**src/hdl/dlc_pkg.sv**
```systemverilog
`timescale 1ns / 1ps

package dlc_pkg;

    // crc-16, reflected, as used on the link layer
    localparam logic [15:0] CRC_POLY   = 16'hA6BC;
    localparam logic [15:0] CRC_INIT   = 16'h0000;
    localparam logic [15:0] CRC_XOROUT = 16'hFFFF;

    // header is 8 bytes plus crc, a full data block is 16 bytes plus crc
    localparam int HEAD_TOTAL  = 10;
    localparam int BLOCK_TOTAL = 18;

    localparam int HPOS_W = 4;
    localparam int BPOS_W = 5;

    localparam logic [HPOS_W-1:0] HEAD_DONE  = HPOS_W'(HEAD_TOTAL);
    localparam logic [BPOS_W-1:0] BLOCK_DONE = BPOS_W'(BLOCK_TOTAL);

    typedef enum logic [2:0] {
        ST_OK        = 3'd0,
        ST_SHORT     = 3'd1,
        ST_HEAD_BAD  = 3'd2,
        ST_TRUNC     = 3'd3,
        ST_BLOCK_BAD = 3'd4
    } status_t;

    // result of one byte step, handed from the tracker to the output stage
    typedef struct packed {
        logic    done;
        status_t status;
    } track_result_t;

    // one byte through the reflected crc
    function automatic logic [15:0] crc_byte(input logic [15:0] crc, input logic [7:0] b);
        logic [15:0] c;
        c = crc ^ {8'h00, b};
        for (int k = 0; k < 8; k++) begin
            if (c[0]) begin
                c = (c >> 1) ^ CRC_POLY;
            end else begin
                c = c >> 1;
            end
        end
        return c;
    endfunction

    // inverted crc, low byte first, against the two held bytes
    function automatic logic crc_matches(input logic [15:0] crc, input logic [15:0] held);
        logic [15:0] fin;
        fin = crc ^ CRC_XOROUT;
        return (fin[7:0] == held[15:8]) && (fin[15:8] == held[7:0]);
    endfunction

endpackage

```
**src/hdl/dlc_frame_track.sv**
```systemverilog
`timescale 1ns / 1ps

module dlc_frame_track (
    input  logic                   aclk,
    input  logic                   aresetn,
    input  logic                   step,
    input  logic [7:0]             byte_in,
    input  logic                   last_in,
    output dlc_pkg::track_result_t result
);

    logic [15:0]                 crc_reg, crc_next;
    logic [15:0]                 held_reg, held_next;
    logic [dlc_pkg::HPOS_W-1:0]  hpos_reg, hpos_next;
    logic [dlc_pkg::BPOS_W-1:0]  bpos_reg, bpos_next;
    logic                        hfail_reg, hfail_next;
    logic                        bfail_reg, bfail_next;

    logic                        in_header;
    logic                        feed_crc;
    logic [15:0]                 crc_upd;
    logic [15:0]                 held_upd;
    dlc_pkg::status_t            status;

    // advance the lagged crc and the two-byte hold
    always_comb begin
        in_header = (hpos_reg < dlc_pkg::HEAD_DONE);
        feed_crc  = in_header ? (hpos_reg >= dlc_pkg::HPOS_W'(2))
                              : (bpos_reg >= dlc_pkg::BPOS_W'(2));
        crc_upd   = feed_crc ? dlc_pkg::crc_byte(crc_reg, held_reg[15:8]) : crc_reg;
        held_upd  = {held_reg[7:0], byte_in};
    end

    // section bookkeeping and the checks at block boundaries
    always_comb begin
        crc_next   = crc_upd;
        held_next  = held_upd;
        hpos_next  = hpos_reg;
        bpos_next  = bpos_reg;
        hfail_next = hfail_reg;
        bfail_next = bfail_reg;
        if (in_header) begin
            hpos_next = hpos_reg + dlc_pkg::HPOS_W'(1);
            if (hpos_next == dlc_pkg::HEAD_DONE) begin
                if (!dlc_pkg::crc_matches(crc_upd, held_upd)) begin
                    hfail_next = 1'b1;
                end
                crc_next  = dlc_pkg::CRC_INIT;
                held_next = '0;
                bpos_next = '0;
            end
        end else begin
            bpos_next = bpos_reg + dlc_pkg::BPOS_W'(1);
            if (bpos_next >= dlc_pkg::BLOCK_DONE) begin
                if (!dlc_pkg::crc_matches(crc_upd, held_upd)) begin
                    bfail_next = 1'b1;
                end
                crc_next  = dlc_pkg::CRC_INIT;
                held_next = '0;
                bpos_next = '0;
            end
        end
    end

    // frame status on the final byte, by precedence
    always_comb begin
        if (hpos_next < dlc_pkg::HEAD_DONE) begin
            status = dlc_pkg::ST_SHORT;
        end else if (hfail_next) begin
            status = dlc_pkg::ST_HEAD_BAD;
        end else if (bpos_next == dlc_pkg::BPOS_W'(1) || bpos_next == dlc_pkg::BPOS_W'(2)) begin
            status = dlc_pkg::ST_TRUNC;
        end else if (bfail_next) begin
            status = dlc_pkg::ST_BLOCK_BAD;
        end else if (bpos_next >= dlc_pkg::BPOS_W'(3)
                     && !dlc_pkg::crc_matches(crc_next, held_next)) begin
            status = dlc_pkg::ST_BLOCK_BAD;
        end else begin
            status = dlc_pkg::ST_OK;
        end
        result.done   = step && last_in;
        result.status = status;
    end

    // state registers, cleared after each frame
    always_ff @(posedge aclk) begin
        if (!aresetn) begin
            crc_reg   <= dlc_pkg::CRC_INIT;
            held_reg  <= '0;
            hpos_reg  <= '0;
            bpos_reg  <= '0;
            hfail_reg <= 1'b0;
            bfail_reg <= 1'b0;
        end else if (step) begin
            if (last_in) begin
                crc_reg   <= dlc_pkg::CRC_INIT;
                held_reg  <= '0;
                hpos_reg  <= '0;
                bpos_reg  <= '0;
                hfail_reg <= 1'b0;
                bfail_reg <= 1'b0;
            end else begin
                crc_reg   <= crc_next;
                held_reg  <= held_next;
                hpos_reg  <= hpos_next;
                bpos_reg  <= bpos_next;
                hfail_reg <= hfail_next;
                bfail_reg <= bfail_next;
            end
        end
    end

    // header counter never passes the end of the header
    assert property (@(posedge aclk) disable iff (!aresetn)
        hpos_reg <= dlc_pkg::HEAD_DONE)
        else $error("header position out of range");

    // block counter wraps before a full block plus crc
    assert property (@(posedge aclk) disable iff (!aresetn)
        bpos_reg < dlc_pkg::BLOCK_DONE)
        else $error("block position out of range");

    // data block bytes only after the header is complete
    assert property (@(posedge aclk) disable iff (!aresetn)
        (bpos_reg != '0) |-> (hpos_reg == dlc_pkg::HEAD_DONE))
        else $error("block bytes counted inside the header");

    // the final byte leaves the tracker at the start of a new frame
    assert property (@(posedge aclk) disable iff (!aresetn)
        (step && last_in) |=> (hpos_reg == '0 && !hfail_reg && !bfail_reg))
        else $error("state not cleared after frame end");

endmodule

```
**config.mk**
```make
export PLATFORM = sky130hd
export DESIGN_NAME = dlc_frame_track
export DESIGN_NICKNAME = d
export VERILOG_FILES = /design/src/hdl/dlc_pkg.sv /design/src/hdl/dlc_frame_track.sv
export SDC_FILE = /design/constraint.sdc
export NUM_CORES = 1
export LEC_CHECK = 0
export ABC_AREA = 1
export BUFFER_PORTS_ARGS = -buffer_cell sky130_fd_sc_hd__buf_4
export CAP_MARGIN = 20
export CORE_MARGIN = 4
export CORE_UTILIZATION = 59
export DETAILED_ROUTE_END_ITERATION = 16
export MAX_ROUTING_LAYER = met4
export PLACE_DENSITY = 0.77
export SLEW_MARGIN = 0
export SYNTH_ARGS = -nofsm -noshare
export SYNTH_HDL_FRONTEND = slang
export SYNTH_SLANG_ARGS = --single-unit
```
**constraint.sdc**
```tcl
create_clock -name aclk -period 4.4 [get_ports aclk]
set_input_delay 0.44 -clock aclk [delete_from_list [all_inputs] [get_ports aclk]]
set_output_delay 0.44 -clock aclk [all_outputs]
set_load 0.02 [all_outputs]
```
== After elaboration in Yosys (flattened, before gate mapping) ==
Cells that the tools add are included.
Word-level totals
  bits of input ports: 12
  flip-flop bits (word level): 43
Operators by class
  mux-type cells: 37
  add/sub/neg operators: 2
  $lt $le $gt $ge: 6
  reductions and logical operators: 6
  eq/ne operators: 7
  bitwise operators: 11
Operator list (count)
  two-way mux 16 bit: 17
  inverter 8 -> 9 bit: 8
  equality test 8 bit: 4
  inverter 16 bit: 2
  two-way mux 5 bit: 4
  bitwise XOR 16 x 8 -> 16 bit: 1
  two-way mux 3 bit: 5
  >= comparator 5 x 2 -> 1 bit, second input constant: 2
  two-way mux 1 bit: 9
  less-than comparator 4 bit, second input constant: 2
  two-way mux 4 bit: 2
  adder 5 x 1 -> 5 bit, second input constant: 1
  equality test 5 x 1 -> 1 bit, second input constant: 1
  equality test 5 x 2 -> 1 bit, second input constant: 1
  >= comparator 5 bit, second input constant: 1
  adder 4 x 1 -> 4 bit, second input constant: 1
  equality test 4 bit, second input constant: 1
  >= comparator 4 x 2 -> 1 bit, second input constant: 1
  logical AND 1 bit: 4
  zero test 1 bit: 1
  logical OR 1 bit: 1

== Depth between registers and ports, before layout ==
  depth after elaboration: 30
  depth in mapped cells: 24
  depth with buffers taken out: 24

== Worst setup path after synthesis ==
No wires, ideal clock.
  kind: register to output
  from: register bpos_reg[0] (netlist bit)
  to: output port result[2] (netlist bit)
  buffers on the path: 0
  data arrival time: 2271 ps
  setup slack: 1689 ps
  stages on the path, launching flop included: 17
  required time: 3960 ps
  path through: dfxtp_1 inv_1 ha_1 nor3_1 a31oi_2 or2_1 nand3_1 nand2_1 nor2_1 nand2_1 nor2_1 nand3_1 nor2_2 nand2_1 nand2_2 nand4_1 nor2_1
RTL lines
  start, declared: line dlc_frame_track.sv:15  | logic [dlc_pkg::BPOS_W-1:0] bpos_reg, bpos_next;
  start signal, assigned: line dlc_frame_track.sv:106  | bpos_reg <= bpos_next;
  end, declared: line dlc_frame_track.sv:9  | output dlc_pkg::track_result_t result

==> summary.txt <==
outcome: completed
row count: 28
Max Slew Vio Count: 0
WL/cell: 13.21 um
clock-pin slew on the worst setup and hold paths: 0.09 ns
Crit Path Max Fanout: 18
Hold WC Path Type: in -> reg
CP Capture Type: output port
setup_tns: 0 ns
final worst path period need: 3.758 ns
syn avg cell area: 5.570 sq um
Total Routed Length: 9855 um
pin count of the biggest net entering global routing: 44
Post-layout nets: 687
post-CTS sizing: 0
WP data required: 3.96 ns
post-CTS setup buffers: 0
Max-cap violations: 0
power per standard cell area: 224.3 nW/um^2
flip-flop and latch area: 860.8 sq um
Die ar.: 7536 sq um
Ant. Diodes: 0
total power: 888.7 uW
vias in the first global route: 3,644
critical path cell sequence: ha_1 > nor3_1 > a31oi_2 > inv_2 > nand2_1 > nand2_1 > nand2_1 > nand2_1 > nand3b_1 > nor2_1 > nand3_1 > nor2_2 > nand2_1 > nand2_1 > nand2_1 > nor2_1 > nor2_1 > buf_4
relative slew slack: 53.82%
area growth from synthesis to layout: 8.092%
Synth top area share: 32.47%
cell area after placement: 3849 sq um
most used cell, CP: nand2_1
die outline height: 86.81 um
CTS buffer count: 5
first-pass GRT wire length: 16,790 um
Finished Cell Area: 3961 sq um
syn_nets: 675
Final setup violation count: 0
cells after synthesis: 658
Leak: 0.001912 uW
gpl congestion: 0.9131
Initial Utilization: 61.17%
layout cells sized above 1: 11.48%
Final Instance Count excl. Fillers: 746
Max Clk Rate: 266.1 MHz
CTS tree: yes
Yosys reg bits: 43
Yosys top cell by area: nand2_1
total core area: 5991 sq um
RSZ-0062 raised after global routing: false
First-pass DRT Iterations: 5
clock skew: 0.005899 ns
GRT Util Overall: 28.25%
DRC viols: 0
commonest non-fill, non-tap cell in the layout: nand2_1
worst slew pin tran: 0.6905 ns
GRT overflow: 0
largest delay contributor family on the critical path: simple AND/OR/NAND/NOR gates
IO Port Bufs: 15
Routed Antenna Nets: 0
chip width: 86.81 um
Arrival @ worst endpoint: 3.32 ns
number of buffers and inverters on the critical path: 2
Post-Place Cells: 738
Critical Path Source Type: register
clk sink count: 43
CTS root buf: clkbuf_8
register area share after synthesis: 23.49%
Final HPWL DP: 7371 um
hold-fix buffers at CTS: 0
initial antenna violation count: 0
Synth Warn #: 0
Fill cells: 608
synthesized area: 3665 sq um
final worst path period share: 85.42%
clk_lat worst skew: 0.29 ns
Bufs on Longest Clock Path: 2
most frequent cells in the layout: nand2_1, nand3_1, inv_1
Final Hold Fails: 0
WS Path Type: reg -> out
Peak VDD IR: 0.0002274 V
via count: 4,082
post-synth cell types: 38
CTS H-Tree Depth: 2
CP max stage cell: a31oi_2
synth top area cells: nand2_1, dfxtp_1, nand3_1
Vias per Instance: 5.472
multi-input logic area: 2487 sq um
slowest stage delay, CP: 0.60 ns
io pins: 16
Iter 0 DRT Violations: 357
-- kinds of logic (layout without fill, tap and decap cells) --
group | after synthesis | after routing | share of synthesized area (%)
AO/OA/AOI/OAI | 55 | 55 | 8.262
XOR/XNOR | 10 | 10 | 2.595
adder cells (fa/ha/maj) | 5 | 5 | 1.707
buffers and inverters | 84 | 97 | 8.808
flip-flops | 43 | 43 | 23.49
multiplexers | 1 | 1 | 0.2731
AND/OR/NAND/NOR | 460 | 460 | 54.87
-- worst paths after layout --
path	to	slack, ns	depth (start not counted)	from
min reg2reg	bfail_reg$_SDFFE_PN0P_	0.49	2	bfail_reg$_SDFFE_PN0P_
min	held_reg[5]$_SDFFE_PN0P_	0.42	3	byte_in[5]
max reg2reg	bfail_reg$_SDFFE_PN0P_	1.57	15	bpos_reg[1]$_SDFFE_PN0P_
max	result[2]	0.64	18	bpos_reg[1]$_SDFFE_PN0P_
-- worst reg2reg max path, cell delays in order, from the launching register on --
cell	delay, ns
dfxtp_1	0.45
ha_1	0.19
nor3_1	0.05
a31oi_2	0.60
inv_2	0.34
nand2_1	0.17
nand2_1	0.08
nand2_1	0.06
nand2_1	0.04
nand3b_1	0.15
nor2_1	0.10
nand3_1	0.10
nor2_2	0.14
nand2_1	0.09
nand2_1	0.10
a21oi_1	0.07
-- report_power, final --
group | internal, uW | switching, uW | leakage (uW)
logic | 56.7 | 121 | 0.00151
registers | 395 | 6.35 | 0.000348
clock network | 169 | 141 | 0.0000581
total | 620 | 268 | 0.00191
-- per-layer routing --
layer	vias to the layer above	global-route usage [%]	wire (um)	share of wire, %
li1	2084	-	-	-
met1	1826	38.76	4509	46
met4	0	6.232	111	1.1
met3	17	3.232	690	7.0
met2	155	44.65	4544	46
met5	-	-	0	0
-- synth_stat cells (all sizes together) --
| master | n |
|---|---|
| xor2 | 8 |
| a21oi | 44 |
| nor4 | 2 |
| nand2b | 1 |
| nand3 | 75 |
| xnor2 | 2 |
| o31ai | 1 |
| dfxtp | 43 |
| nor3b | 1 |
| or2 | 1 |
| nand3b | 6 |
| buf | 3 |
| and3 | 1 |
| inv | 68 |
| clkinv | 2 |
| a21o | 1 |
| nand2 | 346 |
| ha | 5 |
| clkbuf | 11 |
| mux2i | 1 |
| nand4 | 1 |
| o21ai | 7 |
| nor2 | 22 |
| and2 | 1 |
| a2111oi | 1 |
| a31oi | 1 |
| nor3 | 3 |
-- cell type report --
type                    instances  share of cell area (%)
well taps                      75                   2.369
multi-input cells             531                   62.79
inverters                      70                   6.665
clock buffers                   5                   1.737
flip-flops and latches         43                   21.73
repair buffers                 19                   3.601
clock inverters                 3                   1.105
-- stage by stage --
stage	setup slack [ns]	hold WS [ns]	util (%)
2_1_floorplan	1.689	0.4442	-
3_3_place_gp	1.153	0.4582	64.24
3_5_place_dp	0.9971	0.4762	64.24
4_1_cts	0.6538	0.4114	66.12
5_1_grt	0.3157	0.4107	66.12
6_report	0.6417	0.4175	66.12
Power figures use the tool's default switching activity.
